`src/assert_macros.svh`:
```
// assertion helpers for the rtl
`ifndef ASSERT_MACROS_SVH
`define ASSERT_MACROS_SVH

// checked on every rising clock edge outside reset
`define ASSERT_CLK(label, clk, rst, prop, msg) \
   label: assert property (@(posedge clk) disable iff (rst) prop) else $error(msg);

// checked on every rising clock edge, reset included
`define ASSERT_ALWAYS(label, clk, prop, msg) \
   label: assert property (@(posedge clk) prop) else $error(msg);

`endif

```
`src/mcdt_pkg.sv`:
```
`timescale 1ns / 1ps

package mcdt_pkg;

   localparam int CHANNELS_DEFAULT = 16;
   localparam int CHANNEL_W        = 4;
   localparam int TIME_W           = 32;
   localparam int CSR_DATA_W       = 16;
   localparam int CSR_INDEX_W      = 8;

   localparam logic [CSR_INDEX_W-1:0] REG_DEBOUNCE_DELAY = CSR_INDEX_W'(0);
   localparam logic [CSR_INDEX_W-1:0] REG_POLARITY_MASK  = CSR_INDEX_W'(1);

   localparam logic [CSR_DATA_W-1:0] DELAY_RESET    = CSR_DATA_W'(50);
   localparam logic [CSR_DATA_W-1:0] POLARITY_RESET = '0;

   typedef struct packed {
      logic              cand_level;
      logic [TIME_W-1:0] cand_start;
      logic              acc_level;
      logic [TIME_W-1:0] last_change;
      logic [TIME_W-1:0] last_interval;
   } chan_state_type;

   typedef struct packed {
      chan_state_type state;
      logic           changed;
   } chan_update_type;

endpackage

```
`src/mcdt_chan_update.sv`:
```
`timescale 1ns / 1ps

module mcdt_chan_update (
   input  mcdt_pkg::chan_state_type               cur,
   input  logic                                   level,
   input  logic [mcdt_pkg::TIME_W-1:0]            now_ms,
   input  logic [mcdt_pkg::CSR_DATA_W-1:0]        delay_ms,
   output mcdt_pkg::chan_update_type              upd
);

   logic [mcdt_pkg::TIME_W-1:0] elapsed;
   logic                        settled;

   // wrap-safe settle test
   assign elapsed = now_ms - cur.cand_start;
   assign settled = elapsed > mcdt_pkg::TIME_W'(delay_ms);

   always_comb begin
      upd.state   = cur;
      upd.changed = 1'b0;
      priority if (level != cur.cand_level) begin
         upd.state.cand_level = level;
         upd.state.cand_start = now_ms;
      end else if (settled && (level != cur.acc_level)) begin
         upd.state.acc_level     = level;
         upd.state.last_interval = now_ms - cur.last_change;
         upd.state.last_change   = now_ms;
         upd.changed             = 1'b1;
      end
   end

endmodule

```
`src/multi_channel_debounce_timer.sv`:
```
`timescale 1ns / 1ps
// Debounces up to sixteen input pins that are polled one at a time.
// Request channel (req_*): one poll of one pin, with the channel index,
// the raw pin level and the current millisecond time.
// Response channel (rsp_*): one response per request, in order, with the
// debounced level, a one-poll change pulse and the last change interval.
// Register channel (csr_*): index 0 sets the debounce delay in ms, index 1
// the per-channel polarity mask; other indexes are ignored. Always ready;
// write only while no request is in flight.
// A request passes from the input register to the response register, and
// a receiver stall can hold it in the input register.
// Throughput: one request per cycle while the receiver does not stall; the
// per-channel state is read and written back in the same cycle, so polls
// of one channel may follow each other back to back.
// When the receiver stalls, the response register holds; the input
// register still takes one more request, then req_ready drops.
// Reset (synchronous) clears all channel state to level 0, time 0,
// delay 50 ms, polarity mask 0, and empties both registers.
// Polls of a channel index at or above CHANNELS give an all-zero response.

`include "assert_macros.svh"

module multi_channel_debounce_timer #(
   parameter int CHANNELS = mcdt_pkg::CHANNELS_DEFAULT
) (
   input  logic                                clock,
   input  logic                                reset,

   input  logic                                req_valid,
   output logic                                req_ready,
   input  logic [mcdt_pkg::CHANNEL_W-1:0]      req_channel,
   input  logic                                req_raw_level,
   input  logic [mcdt_pkg::TIME_W-1:0]         req_now_ms,

   output logic                                rsp_valid,
   input  logic                                rsp_ready,
   output logic                                rsp_stable_level,
   output logic                                rsp_changed,
   output logic [mcdt_pkg::TIME_W-1:0]         rsp_interval_ms,

   input  logic                                csr_valid,
   output logic                                csr_ready,
   input  logic [mcdt_pkg::CSR_INDEX_W-1:0]    csr_index,
   input  logic [mcdt_pkg::CSR_DATA_W-1:0]     csr_data
);

   // channel index is four bits wide, so at most sixteen entries are reachable
   localparam int DEPTH = (CHANNELS < (1 << mcdt_pkg::CHANNEL_W)) ?
                          CHANNELS : (1 << mcdt_pkg::CHANNEL_W);
   localparam int IDX_W = (DEPTH > 1) ? $clog2(DEPTH) : 1;

   logic [mcdt_pkg::CSR_DATA_W-1:0] delay_ff;
   logic [mcdt_pkg::CSR_DATA_W-1:0] polarity_ff;

   logic                            s1_valid_ff;
   logic [mcdt_pkg::CHANNEL_W-1:0]  s1_channel_ff;
   logic                            s1_raw_ff;
   logic [mcdt_pkg::TIME_W-1:0]     s1_now_ff;

   logic                            rsp_valid_ff;
   logic                            rsp_stable_ff;
   logic                            rsp_changed_ff;
   logic [mcdt_pkg::TIME_W-1:0]     rsp_interval_ff;

   mcdt_pkg::chan_state_type        state_ff [DEPTH];

   logic                            advance;
   logic                            in_range;
   logic [IDX_W-1:0]                idx;
   logic                            level;
   mcdt_pkg::chan_state_type        cur;
   mcdt_pkg::chan_update_type       upd;

   // register port
   assign csr_ready = 1'b1;

   always_ff @(posedge clock) begin
      if (reset) begin
         delay_ff    <= mcdt_pkg::DELAY_RESET;
         polarity_ff <= mcdt_pkg::POLARITY_RESET;
      end else if (csr_valid) begin
         unique case (csr_index)
            mcdt_pkg::REG_DEBOUNCE_DELAY: delay_ff    <= csr_data;
            mcdt_pkg::REG_POLARITY_MASK:  polarity_ff <= csr_data;
            default: ;
         endcase
      end
   end

   // handshake
   assign advance   = s1_valid_ff && (!rsp_valid_ff || rsp_ready);
   assign req_ready = !s1_valid_ff || advance;

   always_ff @(posedge clock) begin
      if (reset) begin
         s1_valid_ff <= 1'b0;
      end else if (req_ready) begin
         s1_valid_ff <= req_valid;
      end
   end

   always_ff @(posedge clock) begin
      if (req_valid && req_ready) begin
         s1_channel_ff <= req_channel;
         s1_raw_ff     <= req_raw_level;
         s1_now_ff     <= req_now_ms;
      end
   end

   // channel update
   assign in_range = 32'(s1_channel_ff) < CHANNELS;
   assign idx      = s1_channel_ff[IDX_W-1:0];
   assign level    = s1_raw_ff ^ polarity_ff[s1_channel_ff];
   assign cur      = state_ff[idx];

   mcdt_chan_update u_update (
      .cur      (cur),
      .level    (level),
      .now_ms   (s1_now_ff),
      .delay_ms (delay_ff),
      .upd      (upd)
   );

   always_ff @(posedge clock) begin
      if (reset) begin
         for (int i = 0; i < DEPTH; i++) begin
            state_ff[i] <= '0;
         end
      end else if (advance && in_range) begin
         state_ff[idx] <= upd.state;
      end
   end

   // response register
   always_ff @(posedge clock) begin
      if (reset) begin
         rsp_valid_ff <= 1'b0;
      end else if (advance) begin
         rsp_valid_ff <= 1'b1;
      end else if (rsp_ready) begin
         rsp_valid_ff <= 1'b0;
      end
   end

   always_ff @(posedge clock) begin
      if (advance) begin
         rsp_stable_ff   <= in_range && upd.state.acc_level;
         rsp_changed_ff  <= in_range && upd.changed;
         rsp_interval_ff <= in_range ? upd.state.last_interval : '0;
      end
   end

   assign rsp_valid        = rsp_valid_ff;
   assign rsp_stable_level = rsp_stable_ff;
   assign rsp_changed      = rsp_changed_ff;
   assign rsp_interval_ms  = rsp_interval_ff;

   `ASSERT_CLK(a_out_of_range_zero, clock, reset,
      (advance && !in_range) |=>
         (!rsp_stable_ff && !rsp_changed_ff && (rsp_interval_ff == '0)),
      "out of range poll gave a non-zero response")

   `ASSERT_CLK(a_change_flips_level, clock, reset,
      (advance && in_range && upd.changed) |=>
         (state_ff[$past(idx)].acc_level != $past(cur.acc_level)),
      "change pulse without a flip of the stable level")

   `ASSERT_CLK(a_change_needs_candidate, clock, reset,
      (advance && upd.changed) |-> (level == cur.cand_level),
      "change accepted on the poll that restarts the timer")

   `ASSERT_CLK(a_stalled_input_holds, clock, reset,
      (s1_valid_ff && !advance) |=> (s1_valid_ff && $stable(s1_channel_ff) && $stable(s1_now_ff)),
      "input register lost a stalled request")

   `ASSERT_ALWAYS(a_reset_empties, clock,
      reset |=> (!s1_valid_ff && !rsp_valid_ff),
      "registers not empty after reset")

endmodule
```
`config.mk`:
```
export PLATFORM = sky130hd
export DESIGN_NAME = multi_channel_debounce_timer
export DESIGN_NICKNAME = d
export VERILOG_FILES = /design/src/mcdt_pkg.sv /design/src/mcdt_chan_update.sv /design/src/multi_channel_debounce_timer.sv
export VERILOG_INCLUDE_DIRS = /design/src /design/src/src
export SDC_FILE = /design/constraint.sdc
export NUM_CORES = 2
export LEC_CHECK = 0
export ABC_AREA = 1
export BUFFER_PORTS_ARGS = -buffer_cell sky130_fd_sc_hd__buf_2
export CAP_MARGIN = 20
export CORE_ASPECT_RATIO = 1.2
export CORE_MARGIN = 2
export CORE_UTILIZATION = 25
export CTS_BUF_LIST = sky130_fd_sc_hd__clkbuf_2
export DETAILED_ROUTE_END_ITERATION = 8
export HOLD_SLACK_MARGIN = 0.15
export PLACE_DENSITY = 0.51
export SYNTH_ARGS = -nofsm -noshare
export SYNTH_HDL_FRONTEND = slang
export SYNTH_SLANG_ARGS = --single-unit
```
`constraint.sdc`:
```
create_clock -name clock -period 12.4 [get_ports clock]
set_clock_uncertainty 0.2 [all_clocks]
set_input_delay 1.24 -clock clock [delete_from_list [all_inputs] [get_ports clock]]
set_output_delay 1.24 -clock clock [all_outputs]
set_load 0.02 [all_outputs]
```
==> impl_results.md <==
- FFs w/ async S/R, synth: 0%
- Count leader, synth: nor2_1
- PortBufs: 101
- Crit path arrival time: 9.76 ns
- Global-route wire length before repair: 413.8 mm
- Hold path startpoint: delay_ff[3]
- Wirelength, routed: 289.9 mm
- Vias in the first global route: 59394
- WHS Path Cells: 2
- DIE WIDTH: 519.3 um
- GPL Wtd Cong: 0.9299
- Slowest CP cell: nand2_4
- Drt pass-1 iters: 6
- Outcome: finished clean
- Period Utilization, post-route: 68.62%
- Slew Limit Headroom: 10.57%
- DR WL met2: 143.0 mm
- Sum of negative setup slack: 0 ns
- Crit path top cell by count: nand2_1
- Die span in y: 622.3 um
- Final hold slack: 0.2891 ns
- Fmax: 117.5 MHz
- Synth area leaders: edfxtp_1, nor2_1, mux2i_1
- TritonCTS clock tree: built
- Placeable Area: 317800 sq um
- Fill cells: 33309
- Dpl hpwl: 155.1 mm
- Flops & latches, synth: 1677
- Largest net degree at the start of global routing: 187
- Antenna-violating nets left: 0
- Share of cells above drive strength 1: 12.52%
- Worst reg2reg path depth: 34
- Top_reg_cell synth: edfxtp_1
- Via count: 59415
- M1 WL: 113.0 mm
- Leading area contributor after synthesis: edfxtp_1
- Drt drc: 0
- Post-CTS Setup Bufs: 0
- Post-synthesis average cell area: 10.53 sq um
- Area Overhead vs Synth: 11.78%
- Mapped cell area: 79650 sq um
- Clock root buffer: clkbuf_2
- Initial Utilization: 25.06%
- Slowest stage delay, CP: 0.78 ns
- Total Routing Usage GR: 17.38%
- Tmin final: 8.509 ns
- Num CTS Buffers: 425
- Worst Hold Class: reg2reg
- Routed length per instance: 23.57 um
- Final setup violation count: 0
- Ports: 103
- Worst slew pin tran: 1.341 ns
- Synth top cells by count: nor2_1, edfxtp_1, inv_1, o21ai_0, nand2_1
- Htree depth: 5
- Syn Inst Count: 7563
- Slew Limit Fails: 0
- Startpoint types: flop
- Critical-path maximum fanout: 52
- Clock transition at path regs: 0.10 ns
- Distinct cell type count after synthesis: 42
- Critical Path RT: 13.65 ns
- Crit end category: flop
- Part of the Yosys area used for sequential elements: 62.74%
- R2r endpoint: state_ff[6][38]
- RSZ-0062 raised after global routing: false
- CP Buf/Inv Count: 5
- Total gr overflow: 0
- Area share of the largest cell type after synthesis: 61.79%
- Ys Warns: 0
- Hold Vio Cnt, Final: 0
- CTS sink cnt: 1677
- Pleak: 34.38 nW
- DR vias/cell: 4.830
- R2r setup slk: 3.89 ns
- Longest Clk Path Bufs: 4
- Die area: 323200 sq um
- Post-synth EDFFs: 1639
- Final-stage net count: 7911
- Worst hold endpoint: delay_ff[3]
- Initial antenna violation count: 3
- Iteration-0 DRC Markers: 5585
- Top delay family on crit path: simple AND/OR/NAND/NOR gates
- DR top layer: met4
- VDD IR max: 0.1127 mV
- Worst-skew pair later-pin latency: 1.95 ns
- Mapped Nets: 7711
- Power density cells: 143.4 nW/um^2
- CP Class: reg2reg
- Max Cap Viol: 0
- Met3 wire len: 20.30 mm
- Row count: 227
-- kinds of logic (layout without fill, tap and decap cells) --
group | Yosys count | count (layout) | share of synthesized area (%)
AO/OA/AOI/OAI | 1540 | 1540 | 11.08
XOR/XNOR | 43 | 43 | 0.4728
adder cells (fa/ha/maj) | 82 | 82 | 1.307
buffers and inverters | 1299 | 1789 | 6.916
flip-flops | 1677 | 1677 | 62.74
multiplexers | 388 | 388 | 4.876
other | 1 | 12 | 0.004708
AND/OR/NAND/NOR | 2533 | 2533 | 12.59
-- report_power, final --
group	leakage (nW)	switching (mW)	internal (mW)	total, mW
Sequential	17.2	0.0893	6.44	6.52
Combinational	14.3	1.87	0.623	2.49
Clock	2.85	2.31	1.45	3.76
Total	34.4	4.26	8.51	12.8
-- worst reg2reg max path, delay by kind of cell (launching register included) --
family / cells / cell delay (ns)
compound gates: 5 / 0.67
flops: 1 / 0.66
xor+xnor: 1 / 0.17
simple gates: 21 / 3.53
fa+ha+maj: 2 / 0.64
buf+inv: 5 / 2.25
-- cell usage in the layout (no fill, tap or decap), drive strengths merged, types with 13 or more instances in the layout --
cell type	instances
a211oi	16
a21oi	498
a31oi	17
buf	220
clkbuf	624
clkinv	84
dfxtp	38
dlygate4sd3	135
edfxtp	1639
ha	80
inv	719
mux2i	388
nand2	633
nand3	150
nand3b	35
nor2	1689
nor3	13
o211ai	337
o21ai	625
o22ai	18
xor2	31
-- how the worst max path moves through the flow --
| stage | end | from | depth (start not counted) |
|---|---|---|---|
| after floorplan | state_ff[10][0] | rsp_ready | 8 |
| after global placement | state_ff[5][36] | flop | 34 |
| after detailed placement | state_ff[7][36] | flop | 34 |
| after CTS | state_ff[7][36] | flop | 34 |
| after global routing | state_ff[0][36] | flop | 36 |
| final | state_ff[6][38] | flop | 34 |
-- flip-flops by register name, summed over array words and instances (netlist names), named ones only --
signal            cells
rsp_stable_level      1
rsp_changed           1
idx                   4
s1_now_ff            32
rsp_valid             1
delay_ff             16
s1_valid_ff           1
state_ff           1568
rsp_interval_ms      32
polarity_ff          16
s1_raw_ff             1
-- per-layer routing --
| layer | up-vias | track usage [%] |
|---|---|---|
| li1 | 26553 | - |
| met1 | 29711 | 20.66 |
| met3 | 598 | 3.049 |
| met2 | 2553 | 30.05 |
| met4 | 0 | 8.657 |
| met5 | - | 0 |
-- metrics by stage --
| step | power, mW | setup WS [ns] | util [%] | cells | instance area (sq um) |
|---|---|---|---|---|---|
| floorplan | 8.325 | 5.309 | - | 7563 | 79650 |
| global placement | 9.085 | 3.989 | 26.41 | 11432 | 83950 |
| detailed placement | 9.092 | 4.125 | 26.42 | 11436 | 83980 |
| CTS | 12.84 | 3.973 | 28.00 | 12288 | 88980 |
| global route | 13.34 | 3.429 | 28.01 | 12296 | 89020 |
| finish | 12.77 | 3.891 | 28.01 | 12300 | 89030 |
-- layout make-up --
cell class                      count  area [sq um]  area share [%]
Antenna cell                       11         27.53         0.03092
Clock buffer                      624          3123           3.508
Clock inverter                     93         528.0          0.5930
Inverter                          717          2706           3.040
Multi-Input combinational cell   4587         24450           27.46
Sequential cell                  1677         49990           56.15
Tap cell                         4236          5300           5.953
Timing Repair Buffer              355          2908           3.266
-- repair_timing --
| item | CTS | global route |
|---|---|---|
| endpoints found under the hold margin | 156 | 0 |
| hold buffers | 135 | 0 |
| resized for setup | 0 | 0 |
No activity file was read; power rests on OpenSTA's default activity.
